<file path="src/hw/rtl/ftq_pkg.sv">
// Shared types, field widths and default sizes for the fetch target queue.
`default_nettype none

package ftq_pkg;

  // default sizes
  localparam int QueueDepthDef  = 16;
  localparam int CommitLanesDef = 4;
  localparam int PayloadBitsDef = 64;

  // fixed field widths on the stream ports
  localparam int PosW     = 4;
  localparam int MaskW    = 4;
  localparam int PayloadW = 64;
  localparam int IdxOutW  = 4;
  localparam int OccW     = 5;

  // input item, first field in the highest bits
  typedef struct packed {
    logic [PosW-1:0]     read_index;
    logic [PayloadW-1:0] alloc_payload;
    logic                alloc_valid;
    logic [MaskW-1:0]    commit_last_mask;
    logic [PosW-1:0]     recover_position;
    logic                recover;
    logic                flush;
  } ftq_in_t;

  // result item, first field in the highest bits
  typedef struct packed {
    logic [PayloadW-1:0] read_payload;
    logic                read_valid;
    logic [OccW-1:0]     occupancy;
    logic                empty_flag;
    logic                full_flag;
    logic [IdxOutW-1:0]  alloc_index;
    logic                alloc_success;
  } ftq_out_t;

  localparam int InBits     = $bits(ftq_in_t);
  localparam int OutBits    = $bits(ftq_out_t);
  localparam int InTdataW   = ((InBits + 7) / 8) * 8;
  localparam int OutTdataW  = ((OutBits + 7) / 8) * 8;

  // controller to datapath commands
  typedef struct packed {
    logic capture;  // take the input item and read the addressed entry
    logic exec;     // apply the cycle update and load the result register
  } ftq_cmd_t;

endpackage

`default_nettype wire

</file>
<file path="src/hw/rtl/ftq_dp.sv">
// Datapath: pointers, count, valid marks, entry memory and result register.
`default_nettype none

module ftq_dp #(
  parameter int QUEUE_DEPTH  = ftq_pkg::QueueDepthDef,
  parameter int COMMIT_LANES = ftq_pkg::CommitLanesDef,
  parameter int PAYLOAD_BITS = ftq_pkg::PayloadBitsDef
) (
  input  wire logic             clk,
  input  wire logic             rst,
  input  wire ftq_pkg::ftq_cmd_t cmd,
  input  wire ftq_pkg::ftq_in_t  in_item,
  output ftq_pkg::ftq_out_t      out_item
);

  localparam int PtrW      = $clog2(QUEUE_DEPTH);
  localparam int CntW      = $clog2(QUEUE_DEPTH + 1);
  localparam int UsedLanes = (COMMIT_LANES < ftq_pkg::MaskW) ? COMMIT_LANES : ftq_pkg::MaskW;
  localparam int PopW      = $clog2(UsedLanes + 1);
  localparam int CmpW      = (PopW > CntW) ? PopW : CntW;
  localparam int PosVals   = 2 ** ftq_pkg::PosW;

  localparam logic [CntW-1:0] DepthCnt = CntW'(QUEUE_DEPTH);
  localparam logic [PtrW:0]   DepthSum = (PtrW + 1)'(QUEUE_DEPTH);
  localparam logic [PtrW-1:0] PtrLast  = PtrW'(QUEUE_DEPTH - 1);

  logic [PtrW-1:0]         head;
  logic [PtrW-1:0]         tail;
  logic [CntW-1:0]         count;
  logic [QUEUE_DEPTH-1:0]  valid_marks;
  logic [PAYLOAD_BITS-1:0] mem [QUEUE_DEPTH];

  ftq_pkg::ftq_in_t        item;
  logic                    rd_valid;
  logic [PAYLOAD_BITS-1:0] rd_payload;

  logic [PtrW-1:0] rd_addr;
  logic [PtrW-1:0] rpos;
  logic [PopW-1:0] pops;
  logic [CntW-1:0] take;
  logic [PtrW:0]   hsum;
  logic [PtrW-1:0] head_next;
  logic [PtrW-1:0] tail_mid;
  logic [CntW-1:0] count_mid;
  logic            alloc_ok;
  logic [PtrW-1:0] tail_next;
  logic [CntW-1:0] count_next;

  // 4-bit indexes wrap modulo the depth: small decode over the possible codes
  always_comb begin
    rd_addr = '0;
    rpos    = '0;
    for (int i = 0; i < PosVals; i++) begin
      if (in_item.read_index == ftq_pkg::PosW'(i)) rd_addr = PtrW'(i % QUEUE_DEPTH);
      if (item.recover_position == ftq_pkg::PosW'(i)) rpos = PtrW'(i % QUEUE_DEPTH);
    end
  end

  always_comb begin
    pops = '0;
    for (int i = 0; i < UsedLanes; i++) begin
      pops = pops + PopW'(item.commit_last_mask[i]);
    end
  end

  // pops stop at empty
  always_comb begin
    take = (CmpW'(pops) > CmpW'(count)) ? count : CntW'(pops);
    hsum = {1'b0, head} + (PtrW + 1)'(take);
  end

  always_comb begin
    head_next = head;
    tail_mid  = tail;
    count_mid = count;
    if (item.flush) begin
      head_next = '0;
      tail_mid  = '0;
      count_mid = '0;
    end else if (item.recover) begin
      tail_mid = rpos;
      if (rpos >= head) count_mid = CntW'(rpos - head);
      else count_mid = DepthCnt - CntW'(head - rpos);
    end else begin
      head_next = (hsum >= DepthSum) ? PtrW'(hsum - DepthSum) : PtrW'(hsum);
      count_mid = count - take;
    end
    alloc_ok   = item.alloc_valid && (count_mid < DepthCnt);
    tail_next  = tail_mid;
    count_next = count_mid;
    if (alloc_ok) begin
      tail_next  = (tail_mid == PtrLast) ? '0 : tail_mid + 1'b1;
      count_next = count_mid + 1'b1;
    end
  end

  always_ff @(posedge clk) begin
    if (rst) begin
      head        <= '0;
      tail        <= '0;
      count       <= '0;
      valid_marks <= '0;
    end else if (cmd.exec) begin
      head  <= head_next;
      tail  <= tail_next;
      count <= count_next;
      // on flush the tail restarts at entry 0, so only that mark can be set
      if (item.flush) valid_marks <= QUEUE_DEPTH'(alloc_ok);
      else if (alloc_ok) valid_marks[tail_mid] <= 1'b1;
    end
  end

  // entry memory: invalid entries read as zero, so flush only drops valid marks
  always_ff @(posedge clk) begin
    if (cmd.exec && alloc_ok) mem[tail_mid] <= item.alloc_payload[PAYLOAD_BITS-1:0];
  end

  always_ff @(posedge clk) begin
    if (cmd.capture) begin
      item       <= in_item;
      rd_valid   <= valid_marks[rd_addr];
      rd_payload <= mem[rd_addr];
    end
  end

  always_ff @(posedge clk) begin
    if (cmd.exec) begin
      out_item.alloc_success <= alloc_ok;
      out_item.alloc_index   <= alloc_ok ? ftq_pkg::IdxOutW'(tail_mid) : '0;
      out_item.full_flag     <= (count >= DepthCnt);
      out_item.empty_flag    <= (count == '0);
      out_item.occupancy     <= ftq_pkg::OccW'(count);
      out_item.read_valid    <= rd_valid;
      out_item.read_payload  <= rd_valid ? ftq_pkg::PayloadW'(rd_payload) : '0;
    end
  end

  a_count_bound: assert property (@(posedge clk) disable iff (rst) count <= DepthCnt)
    else $error("entry count above depth");

  a_ptr_consistent: assert property (@(posedge clk) disable iff (rst)
    ((CntW + 1)'(head) + (CntW + 1)'(count) == (CntW + 1)'(tail)) ||
    ((CntW + 1)'(head) + (CntW + 1)'(count) == (CntW + 1)'(tail) + (CntW + 1)'(QUEUE_DEPTH)))
    else $error("head plus count does not reach tail");

  a_flush_clears: assert property (@(posedge clk) disable iff (rst)
    cmd.exec && item.flush && !item.alloc_valid |=> count == '0 && head == '0 && valid_marks == '0)
    else $error("flush left state behind");

endmodule

`default_nettype wire

</file>
<file path="src/hw/rtl/ftq_ctrl.sv">
// Controller: sequences capture, update and result transfer for one item at a time.
`default_nettype none

module ftq_ctrl (
  input  wire logic  clk,
  input  wire logic  rst,
  input  wire logic  s_tvalid,
  output logic       s_tready,
  output logic       m_tvalid,
  input  wire logic  m_tready,
  output ftq_pkg::ftq_cmd_t cmd
);

  typedef enum logic [1:0] {
    IDLE,
    EXEC,
    HOLD
  } state_t;

  state_t state;

  assign cmd.capture = s_tvalid && s_tready;
  assign cmd.exec    = (state == EXEC);

  always_ff @(posedge clk) begin
    if (rst) begin
      state    <= IDLE;
      s_tready <= 1'b0;
      m_tvalid <= 1'b0;
    end else begin
      unique case (state)
        IDLE: begin
          if (s_tvalid && s_tready) begin
            state    <= EXEC;
            s_tready <= 1'b0;
          end else begin
            s_tready <= 1'b1;
          end
        end
        EXEC: begin
          state    <= HOLD;
          m_tvalid <= 1'b1;
        end
        HOLD: begin
          if (m_tready) begin
            state    <= IDLE;
            m_tvalid <= 1'b0;
            s_tready <= 1'b1;
          end
        end
        default: begin
          state    <= IDLE;
          s_tready <= 1'b0;
          m_tvalid <= 1'b0;
        end
      endcase
    end
  end

  a_accept_exec: assert property (@(posedge clk) disable iff (rst)
    s_tvalid && s_tready |=> state == EXEC && !s_tready)
    else $error("accepted transfer not followed by update");

  a_exec_result: assert property (@(posedge clk) disable iff (rst)
    state == EXEC |=> m_tvalid)
    else $error("update not followed by result");

  a_one_item: assert property (@(posedge clk) disable iff (rst) !(s_tready && m_tvalid))
    else $error("input open while result pending");

endmodule

`default_nettype wire

</file>
<file path="src/hw/rtl/fetch_target_queue.sv">
// Top level of the fetch target queue: stream ports, controller and datapath.
// A result follows its input transfer through capture, then update.
// The control sequence handles one item at a time: the next input transfer can follow
//   the result transfer in the cycle after it.
// Reset (rst, synchronous, active high): empty queue, pointers and count zero, every
//   entry reads as invalid with zero payload; s_tready is low and rises in the cycle after.
`default_nettype none

module fetch_target_queue #(
  parameter int QUEUE_DEPTH  = ftq_pkg::QueueDepthDef,
  parameter int COMMIT_LANES = ftq_pkg::CommitLanesDef,
  parameter int PAYLOAD_BITS = ftq_pkg::PayloadBitsDef
) (
  input  wire logic                            clk,
  input  wire logic                            rst,
  input  wire logic                            s_tvalid,
  output logic                                 s_tready,
  // s_tdata, from bit 0: flush, recover, recover_position[4], commit_last_mask[4],
  //   alloc_valid, alloc_payload[64], read_index[4], zero pad
  input  wire logic [ftq_pkg::InTdataW-1:0]    s_tdata,
  output logic                                 m_tvalid,
  input  wire logic                            m_tready,
  // m_tdata, from bit 0: alloc_success, alloc_index[4], full_flag, empty_flag,
  //   occupancy[5], read_valid, read_payload[64], zero pad
  output logic [ftq_pkg::OutTdataW-1:0]        m_tdata
);

  localparam int OutPad = ftq_pkg::OutTdataW - ftq_pkg::OutBits;

  ftq_pkg::ftq_cmd_t cmd;
  ftq_pkg::ftq_in_t  in_item;
  ftq_pkg::ftq_out_t out_item;

  // unpack the input transfer; pad bits are dropped
  assign in_item = ftq_pkg::ftq_in_t'(s_tdata[ftq_pkg::InBits-1:0]);

  // the result register sits in the datapath and holds while the sink stalls
  assign m_tdata = {{OutPad{1'b0}}, out_item};

  // control sequence: idle/accept, update, hold result until transferred
  ftq_ctrl u_ctrl (
    .clk      (clk),
    .rst      (rst),
    .s_tvalid (s_tvalid),
    .s_tready (s_tready),
    .m_tvalid (m_tvalid),
    .m_tready (m_tready),
    .cmd      (cmd)
  );

  // queue state: flush first, else recover, else commit pops; then allocation.
  // Status and the indexed read show the state from before the update.
  ftq_dp #(
    .QUEUE_DEPTH  (QUEUE_DEPTH),
    .COMMIT_LANES (COMMIT_LANES),
    .PAYLOAD_BITS (PAYLOAD_BITS)
  ) u_dp (
    .clk      (clk),
    .rst      (rst),
    .cmd      (cmd),
    .in_item  (in_item),
    .out_item (out_item)
  );

endmodule

`default_nettype wire
</file>
<file path="config.mk">
export PLATFORM = sky130hd
export DESIGN_NAME = fetch_target_queue
export DESIGN_NICKNAME = d
export VERILOG_FILES = /design/src/hw/rtl/ftq_pkg.sv /design/src/hw/rtl/ftq_dp.sv /design/src/hw/rtl/ftq_ctrl.sv /design/src/hw/rtl/fetch_target_queue.sv
export SDC_FILE = /design/constraint.sdc
export NUM_CORES = 1
export LEC_CHECK = 0
export BUFFER_PORTS_ARGS = -buffer_cell sky130_fd_sc_hd__buf_2
export CAP_MARGIN = 10
export CORE_MARGIN = 2
export CORE_UTILIZATION = 50
export CTS_CLUSTER_DIAMETER = 200
export DETAILED_ROUTE_END_ITERATION = 8
export PLACE_DENSITY = 0.63
export SYNTH_ARGS = -nofsm -noshare
export SYNTH_HDL_FRONTEND = slang
export SYNTH_SLANG_ARGS = --single-unit
</file>
<file path="constraint.sdc">
create_clock -name clk -period 7.89 [get_ports clk]
set_input_delay 0.789 -clock clk [delete_from_list [all_inputs] [get_ports clk]]
set_output_delay 0.789 -clock clk [all_outputs]
set_load 0.005 [all_outputs]
</file>
Word level (Yosys, flattened, before mapping)
Memory sizes are Yosys's and may differ from the RTL's. A register that Yosys moved wholly into a read port is not among the register bits.
Cells that the tools add are included.
Storage, ports and cells
  register bits after elaboration: 186
  memory bits (writable): 1024
  bits of input ports: 84
  output and inout port bits: 82
  logic and storage cells: 150
  memories kept: 1
Memory list
  u_dp.mem: depth 16, bits a word 64, rd ports 1, clocked after Yosys merged registers in 1, wr ports 1, line ftq_dp.sv:31  | logic [PAYLOAD_BITS-1:0] mem [QUEUE_DEPTH];
Operators by class
  $add $sub $neg: 11
  magnitude comparators: 8
  eq/ne operators: 36
  multiplexer cells: 58
  bitwise logic cells: 3
  reductions and logical operators: 12
Operators by type and width (count)
  4-bit 2-to-1 mux: 23
  4-bit equality test (second input constant): 17
  4-bit by 3-bit equality test with 1-bit output (second input constant): 8
  16-bit 2-to-1 mux: 2
  5-bit 2-to-1 mux: 5
  3-bit 2-to-1 mux: 8
  4-bit by 2-bit equality test with 1-bit output (second input constant): 4
  16-bit OR: 1
  2-bit 2-to-1 mux: 6
  5-bit >= comparator (second input constant): 2
  4-bit by 5-bit < comparator with 1-bit output (second input constant): 2
  2-bit AND reduction: 5
  4-bit by 4-bit subtractor with 5-bit output: 2
  1-bit 2-to-1 mux: 9
  4-bit by 1-bit equality test with 1-bit output (second input constant): 2
  3-bit by 1-bit adder with 3-bit output: 2
  2-bit inequality test (second input constant): 3
  1-bit case mux with 3 select lines: 2
  2-bit case mux with 3 select lines: 1
  4-bit by 5-bit adder with 5-bit output: 1
  5-bit by 1-bit adder with 5-bit output (second input constant): 1
  3-bit by 5-bit greater-than comparator with 1-bit output: 1
  5-bit zero test: 1
  5-bit < comparator (second input constant): 1
  15 further kinds: 19

Depth between registers and ports, before layout
Gate-level depths: netlist of the first run.
  depth after elaboration: 26
  depth in mapped cells: 20
  gate-level depth less buffers: 19

Hierarchy
A second synthesis of the first run with hierarchy kept.
Unflattened totals
  cell total of the unflattened synthesis: 1987
  area total of the unflattened synthesis: 47624.4 um^2
Modules (own cells, without submodules)
  ftq_dp: times used 1, cells each 1967, area each 47424.2 um^2, sequential area each 37846.3 um^2
  ftq_ctrl: times used 1, cells each 16, area each 173.9 um^2, sequential area each 80.1 um^2
  fetch_target_queue: times used 1, cells each 4, area each 26.3 um^2, sequential area each 0.0 um^2

Worst setup path before layout of the first run
OpenSTA, ideal clock, no wires.
  path type: reg-to-reg
  from: register u_dp.item[6] in the netlist's numbering
  to: memory u_dp.mem[10][0] in the netlist's numbering (enable)
  library setup time: 487 ps
  arrival time: 6595 ps
  data required time: 7403 ps
  slack: 808 ps
  stages on the path, launching flop included: 18
  path buffers: 0
  clock period less this slack: 7082 ps
  cell sequence: edfxtp_1 > ha_1 > inv_1 > fa_1 > inv_1 > ha_1 > ha_1 > a21o_1 > a21oi_1 > a311oi_1 > mux2_2 > fa_1 > nand2b_1 > nand4_1 > nand4_1 > a21oi_1 > nand3_1 > nor2_1
Between the ends
  longest elaborated chain between the ends: 13
RTL lines
  start, declared: line ftq_dp.sv:33  | ftq_pkg::ftq_in_t item;
  start signal, assigned: line ftq_dp.sv:120  | item <= in_item;
  1-bit by 1-bit adder with 2-bit output *: line ftq_dp.sv:62  | pops = pops + PopW'(item.commit_last_mask[i]);
  3-bit by 1-bit adder with 3-bit output * (2 in a row): line ftq_dp.sv:62
  3-bit by 5-bit greater-than comparator with 1-bit output: line ftq_dp.sv:68  | take = (CmpW'(pops) > CmpW'(count)) ? count : CntW'(pops);
  5-bit 2-to-1 mux *: line ftq_dp.sv:68
  5-bit subtractor *: line ftq_dp.sv:86  | count_mid = count - take;
  5-bit 2-to-1 mux *: line ftq_dp.sv:80  | end else if (item.recover) begin
  5-bit 2-to-1 mux *: line ftq_dp.sv:76  | if (item.flush) begin
  5-bit < comparator *: line ftq_dp.sv:88  | alloc_ok = item.alloc_valid && (count_mid < DepthCnt);
  1-bit logical AND *: line ftq_dp.sv:88
  1-bit logical AND *: line ftq_dp.sv:115  | if (cmd.exec && alloc_ok) mem[tail_mid] <= item.alloc_payload[PAYLOAD_BITS-1:0];
  1-bit 2-to-1 mux *: line ftq_dp.sv:115
  1-bit 2-to-1 mux (not written as such) *: line ftq_dp.sv:115
  end, declared: line ftq_dp.sv:31
Mark *: on every way between the ends. The rest lies on a longest branch, timed or not.

Worst setup path after layout of the first run
  from: register u_dp.item[7] in the netlist's numbering
  to: memory u_dp.mem[8][30] in the netlist's numbering (enable)
Same word-level chain as after synthesis.

==> impl_metrics.json, run 1 <==
{
  "post-route-period-util_pct": 79.8,
  "synth_ff_type": "edfxtp_1",
  "fin_area_mm2": 0.0540,
  "htreeDepth": 4,
  "ant_nets": 0,
  "chipWidth_um": 313,
  "end_kind": "flop",
  "worst_pin_slew_ns": 1.25,
  "firstDrtPassIters": 5,
  "comb_power_share_pct": 3.6,
  "clk_latency_ns": 0.73,
  "via_per_inst": 5.83,
  "maxSlewHeadroom_pct": 16.4,
  "finalWirelength_um": 96000,
  "synthArstFlopShare_pct": 0,
  "antenna_found_initial": 2,
  "syn_area_mm2": 0.0478,
  "fin_hold_ws_ns": 0.235,
  "cp.arrival_ns": 6.66,
  "min_path_type": "primary input to flop",
  "p_clk_share_pct": 41.7,
  "cts_tree": "done",
  "netlist.top_cell.by_area": "edfxtp_1",
  "synth.yosys.seq_area_share_pct": 79.4,
  "critPathKind": "flop to flop",
  "p_leak_uw": 0.0172,
  "grt-ovfl-total": 0,
  "drive_above_1_share_pct": 30.5,
  "ys_types": 52,
  "track_usage_pct": 20.0,
  "startpoint_type": "flop",
  "setup-tns-final_ns": 0,
  "synth.area.top_cells": "edfxtp_1 (78%), mux4_2 (15%), dfxtp_1 (1.4%)",
  "drt_iter0_drc": 1976,
  "first_global_vias": 22300,
  "die_y_um": 313,
  "wl_per_cell_um": 26.7,
  "clock.fmax_ghz": 0.159,
  "crit_fanout": 48,
  "rows": 113,
  "synth_top_area_share_pct": 78.0,
  "p_total_uw": 13800,
  "root_buffer": "clkbuf_16",
  "drv_slew": 0,
  "powerDensity_mw_per_mm2": 256,
  "path_clk_slew_ns": 0.06,
  "dr_total_vias": 20900,
  "initial_utilization_pct": 50.3,
  "drv_cap": 0,
  "clock_path_buffers": 3,
  "final_cell_mix": "edfxtp_1 (1241), mux4_2 (325), buf_2 (157)",
  "syn2layout_area_growth_pct": 13.1,
  "fin_crit_ns": 6.30,
  "postCtsSetupBuffers": 0,
  "avgSynthCellArea_um2": 23.9,
  "ioPinCount": 166,
  "gp_congestion": 0.796,
  "p_switching_uw": 2820,
  "grt_max_degree": 120,
  "nets": 2337,
  "core_area_mm2": 0.0949,
  "die_area_mm2": 0.0980,
  "ir_drop_v": 0.000223,
  "mostFrequentLayoutCell": "edfxtp_1",
  "setup_viol_count_final": 0,
  "status": "finished clean",
  "yosys_warnings": 0,
  "cts_resized": 0,
  "cp_data_required_time_ns": 8.25,
  "seqPwrFrac_pct": 54.7,
  "p_int_uw": 11000,
  "synth_edf_count": 1241,
  "fin_skew_ns": 0.0285,
  "place_area_mm2": 0.0500,
  "synth_seq_cells": 1274,
  "switching_share_pct": 20.4,
  "cts_hold_buf": 0,
  "hpwl_um": 49400,
  "grt_pass1_wl_um": 144000,
  "rsz0062_at_grt": "false",
  "numPortBuffers": 161,
  "finalHoldViolCount": 0,
  "cts_buffers": 130,
  "synth_cells": 2002,
  "clock-sinks": 1274,
  "drc_errors": 0
}
## worst max-delay path, stage by stage, from the launching register on
cell and delay, ns:
edfxtp_1 0.37, ha_1 0.28, inv_1 0.04, fa_1 0.34, inv_1 0.06, ha_1 0.25
ha_1 0.32, a21o_1 0.12, a21oi_1 0.06, a311oi_1 0.53, mux2i_1 0.22, ha_1 0.26
fa_1 0.41, nand2b_1 0.19, nand4_1 0.16, nand4_1 0.11, a21oi_1 0.43, nand3_1 0.54
nor2_4 0.77, buf_12 0.43
## synth_stat cells, types with 3 or more instances
cell type	instances
a311oi_1	4
a32oi_1	4
ha_1	20
nor3_1	5
a211oi_1	8
nor2_1	40
o21a_1	3
buf_2	19
clkbuf_1	40
buf_4	3
mux4_2	325
mux2i_1	5
nand2_1	27
nand3b_1	5
buf_1	11
buf_6	23
a21oi_1	14
nor4_1	3
and2_1	66
edfxtp_1	1241
o21ai_0	11
and3_1	7
inv_1	23
inv_2	3
nand2b_1	5
fa_1	4
nand4_1	3
dfxtp_1	33
a21o_1	3
xor2_1	4
o21ai_1	6
nand3_1	7
xnor2_1	4
## logic make-up after synthesis
logic type / share of synthesized area, %
other: 0.00785
buffers and inverters: 1.39
multiplexers: 15.5
adder cells (fa/ha/maj): 0.692
AO/OA/AOI/OAI: 0.862
XOR/XNOR: 0.147
AND/OR/NAND/NOR: 2.01
flip-flops: 79.4
## registers in the layout, summed over array words and instances (netlist names)
register          count
u_dp.count            5
u_ctrl.m_tvalid       1
u_dp.rd_valid         1
u_dp.rd_payload      64
u_dp.valid_marks     16
u_dp.out_item        77
u_ctrl.state          2
u_dp.mem           1024
u_dp.item            75
u_dp.head             4
u_ctrl.s_tready       1
u_dp.tail             4
## final cells by class
cell class / instances / area (um^2)
Antenna cell: 1 / 2.50
Multi-Input combinational cell: 608 / 9280
Clock buffer: 161 / 3510
Inverter: 26 / 108
Clock inverter: 69 / 505
Timing Repair Buffer: 189 / 1120
Fill cell: 6872 / 40800
Tap cell: 1265 / 1580
Sequential cell: 1274 / 37900
## power groups by stage
stage / Clock, uW / Sequential (uW) / Combinational [uW]
after floorplan: 0 / 7680 / 365
after global placement: 0 / 7710 / 500
after detailed placement: 0 / 7720 / 508
after CTS: 5890 / 7570 / 510
after global routing: 6150 / 7580 / 540
final: 5770 / 7570 / 498
## stage by stage
| stage | setup slack (ns) | util, % | cells |
|---|---|---|---|
| 2_1_floorplan | 0.808 | - | 2004 |
| 3_3_place_gp | 1.74 | 52.7 | 3362 |
| 3_5_place_dp | 1.58 | 52.7 | 3362 |
| 4_1_cts | 1.60 | 56.9 | 3592 |
| 5_1_grt | 1.27 | 56.9 | 3592 |
| 6_report | 1.59 | 56.9 | 3593 |
## final timing paths
check	cells after the start	start	to	slack, ns
worst max-delay path	19	u_dp.item[7]	u_dp.mem[8][30]	1.59
worst min-delay path	1	s_tdata[35]	u_dp.item[35]	0.23
worst max register to register	19	u_dp.item[7]	u_dp.mem[8][30]	1.59
worst min register to register	2	u_dp.valid_marks[3]	u_dp.valid_marks[3]	0.46
## metal layers
metal	global-route usage (%)	routed length, um
met1	28.1	41300
met2	33.0	48400
met3	3.34	4840
met4	4.93	1470
met5	0	0
Note: power is estimated with default switching activity, not from simulation.
==> run 2, diff against run 1 <==
- PLACE_DENSITY: 0.63 -> 0.66
- clock period: 7.89 -> 5.04 ns (I/O delays scaled with it)
==> impl_metrics.json, run 2 (same netlist as run 1, synthesis figures left out) <==
{
  "wl_per_cell_um": 27.0,
  "root_buffer": "clkbuf_16",
  "p_int_uw": 17700,
  "cts_buffers": 132,
  "ioPinCount": 166,
  "fin_hold_ws_ns": 0.145,
  "die_y_um": 313,
  "status": "finished clean",
  "critPathKind": "flop to flop",
  "cp_data_required_time_ns": 5.49,
  "largest_reg_flops": 1024,
  "drc_errors": 0,
  "largest_register": "u_dp.mem",
  "grt_max_degree": 103,
  "chipWidth_um": 313,
  "startpoint_type": "flop",
  "clock_path_buffers": 3,
  "worstHoldStart": "m_tready",
  "via_per_inst": 5.81,
  "drive_above_1_share_pct": 33.2,
  "cp.arrival_ns": 5.29,
  "crit_fanout": 7,
  "place_ws_ns": 0.140,
  "first_global_vias": 22700,
  "setup_viol_count_final": 0,
  "min_path_cells": 4,
  "p_clk_share_pct": 43.1,
  "min_path_type": "primary input to flop",
  "drv_cap": 0,
  "p_leak_uw": 0.0183,
  "switching_share_pct": 20.8,
  "maxSlewHeadroom_pct": 39.7,
  "path_clk_slew_ns": 0.06,
  "clock.fmax_ghz": 0.206,
  "finalHoldViolCount": 0,
  "fin_crit_ns": 4.84,
  "reg.largest.list": "u_dp.mem (1024), u_dp.out_item (77), u_dp.item (75)",
  "seqPwrFrac_pct": 53.0,
  "path_cells": "ha_1 -> inv_1 -> fa_1 -> inv_2 -> ha_4 -> ha_4 -> a21o_1 -> a21oi_1 -> a311oi_2 -> mux2i_1 -> ha_2 -> fa_2 -> nand2b_4 -> a2111o_1 -> nand4_1 -> a21oi_4 -> buf_4 -> nand3_4 -> nor2_4 -> buf_12 -> buf_6 -> buf_4",
  "htreeDepth": 4,
  "hpwl_um": 62000,
  "die_area_mm2": 0.0980,
  "min_to": "u_ctrl.m_tvalid",
  "numPortBuffers": 161,
  "place_inst": 3438,
  "antenna_found_initial": 3,
  "grt_pass1_wl_um": 152000,
  "ant_nets": 0,
  "mostFrequentLayoutCell": "edfxtp_1",
  "comb_power_share_pct": 3.9,
  "reg2reg_depth": 22,
  "fin_skew_ns": 0.0345,
  "dr_total_vias": 21900,
  "track_usage_pct": 21.1,
  "drv_slew": 0,
  "core_area_mm2": 0.0949,
  "p_total_uw": 22400,
  "syn2layout_area_growth_pct": 18.9,
  "p_switching_uw": 4670,
  "final_cell_mix": "edfxtp_1 (1241), mux4_2 (325), buf_2 (157)",
  "rows": 113,
  "initial_utilization_pct": 50.3,
  "timing.rr.end": "u_dp.mem[9][41]",
  "rrSetupSlack_ns": 0.20,
  "clk_latency_ns": 0.74,
  "rr_startpoint": "u_dp.item[7]",
  "drt_iter0_drc": 2317,
  "clock-sinks": 1274,
  "powerDensity_mw_per_mm2": 395,
  "grt-ovfl-total": 0,
  "slowest_delay_ns": 0.40,
  "fin_ws_ns": 0.195,
  "firstDrtPassIters": 6,
  "worst_pin_slew_ns": 0.905,
  "stdcell_count": 3774,
  "cts_tree": "done",
  "diodes": 0,
  "crit_slowest_cell": "a311oi_2",
  "nets": 2511,
  "finalWirelength_um": 102000,
  "gp_congestion": 0.802,
  "ir_drop_v": 0.000274,
  "post-route-period-util_pct": 96.1,
  "end_kind": "flop"
}
-- run 2: cell types whose count changed in the layout (fill, tap and decap cells not counted), moves of 7 or more --
cell           before  now
dlygate4sd3_1       0   75
buf_12              6   67
buf_4              23   52
clkinv_1           36   22
clkbuf_1           24   33
bufinv_16           4   12
clkinv_16           0    7
-- run 2: critical path, delay by kind of cell (launching register included) --
family	cells	cell delay, ns
mux	1	0.33
simple gates	4	0.64
compound gates	5	0.97
fa+ha+maj	6	1.57
buf+inv	6	0.71
flops	1	0.37
-- run 2: power groups by stage --
| stage | Combinational (uW) | Sequential [uW] | Clock, uW |
|---|---|---|---|
| floorplan | 582 | 12000 | 0 |
| global placement | 826 | 12100 | 0 |
| detailed placement | 835 | 12100 | 0 |
| CTS | 887 | 11900 | 9850 |
| global route | 951 | 11900 | 10300 |
| finish | 880 | 11900 | 9650 |
-- run 2: per-layer routing --
| metal | global-route usage, % | up-vias | share of wire (%) |
|---|---|---|---|
| met4 | 5.32 | 0 | 1.6 |
| met5 | 0.145 | - | 0 |
| met1 | 30.5 | 11800 | 42 |
| li1 | - | 9247 | - |
| met3 | 3.73 | 124 | 6.3 |
| met2 | 33.9 | 784 | 50 |
-- run 2: metrics by stage --
| stage | util (%) | setup TNS [ns] | cell area (um^2) |
|---|---|---|---|
| finish | 59.8 | 0 | 56800 |
| global placement | 54.1 | 0 | 51300 |
| CTS | 59.5 | 0 | 56500 |
| detailed placement | 54.1 | 0 | 51300 |
| floorplan | - | -84.27 | 47900 |
| global route | 59.8 | -1.96 | 56800 |
-- run 2: worst max path at each step --
stage / end / slack (ns) / start / cells after the start
global placement: u_dp.mem[13][47] / 0.15 / u_dp.item[6] / 20
global route: u_dp.mem[13][44] / -0.05 / u_dp.item[6] / 22
finish: u_dp.mem[9][41] / 0.20 / u_dp.item[7] / 22
detailed placement: u_dp.mem[13][10] / 0.14 / u_dp.item[6] / 20
CTS: u_dp.mem[13][51] / 0.11 / u_dp.item[6] / 20
floorplan: u_dp.mem[14][0] / -0.44 / u_dp.item[6] / 17
-- run 2: final cells by class --
type | instances | area [um^2]
fill | 6472 | 38100
timing repair buffer | 361 | 3420
multi-input combinational | 608 | 9350
tap | 1265 | 1580
clock inverter | 73 | 926
inverter | 26 | 110
clock buffer | 167 | 3450
sequential | 1274 | 37900
-- run 2: repair_timing --
| action | 4_1_cts | 5_1_grt |
|---|---|---|
| hold endpoints to repair | 75 | 0 |
| hold buffers | 75 | 0 |
| setup endpoints to repair | 0 | 830 |
| resized for setup | 0 | 16 |
| buffers inserted | 0 | 17 |
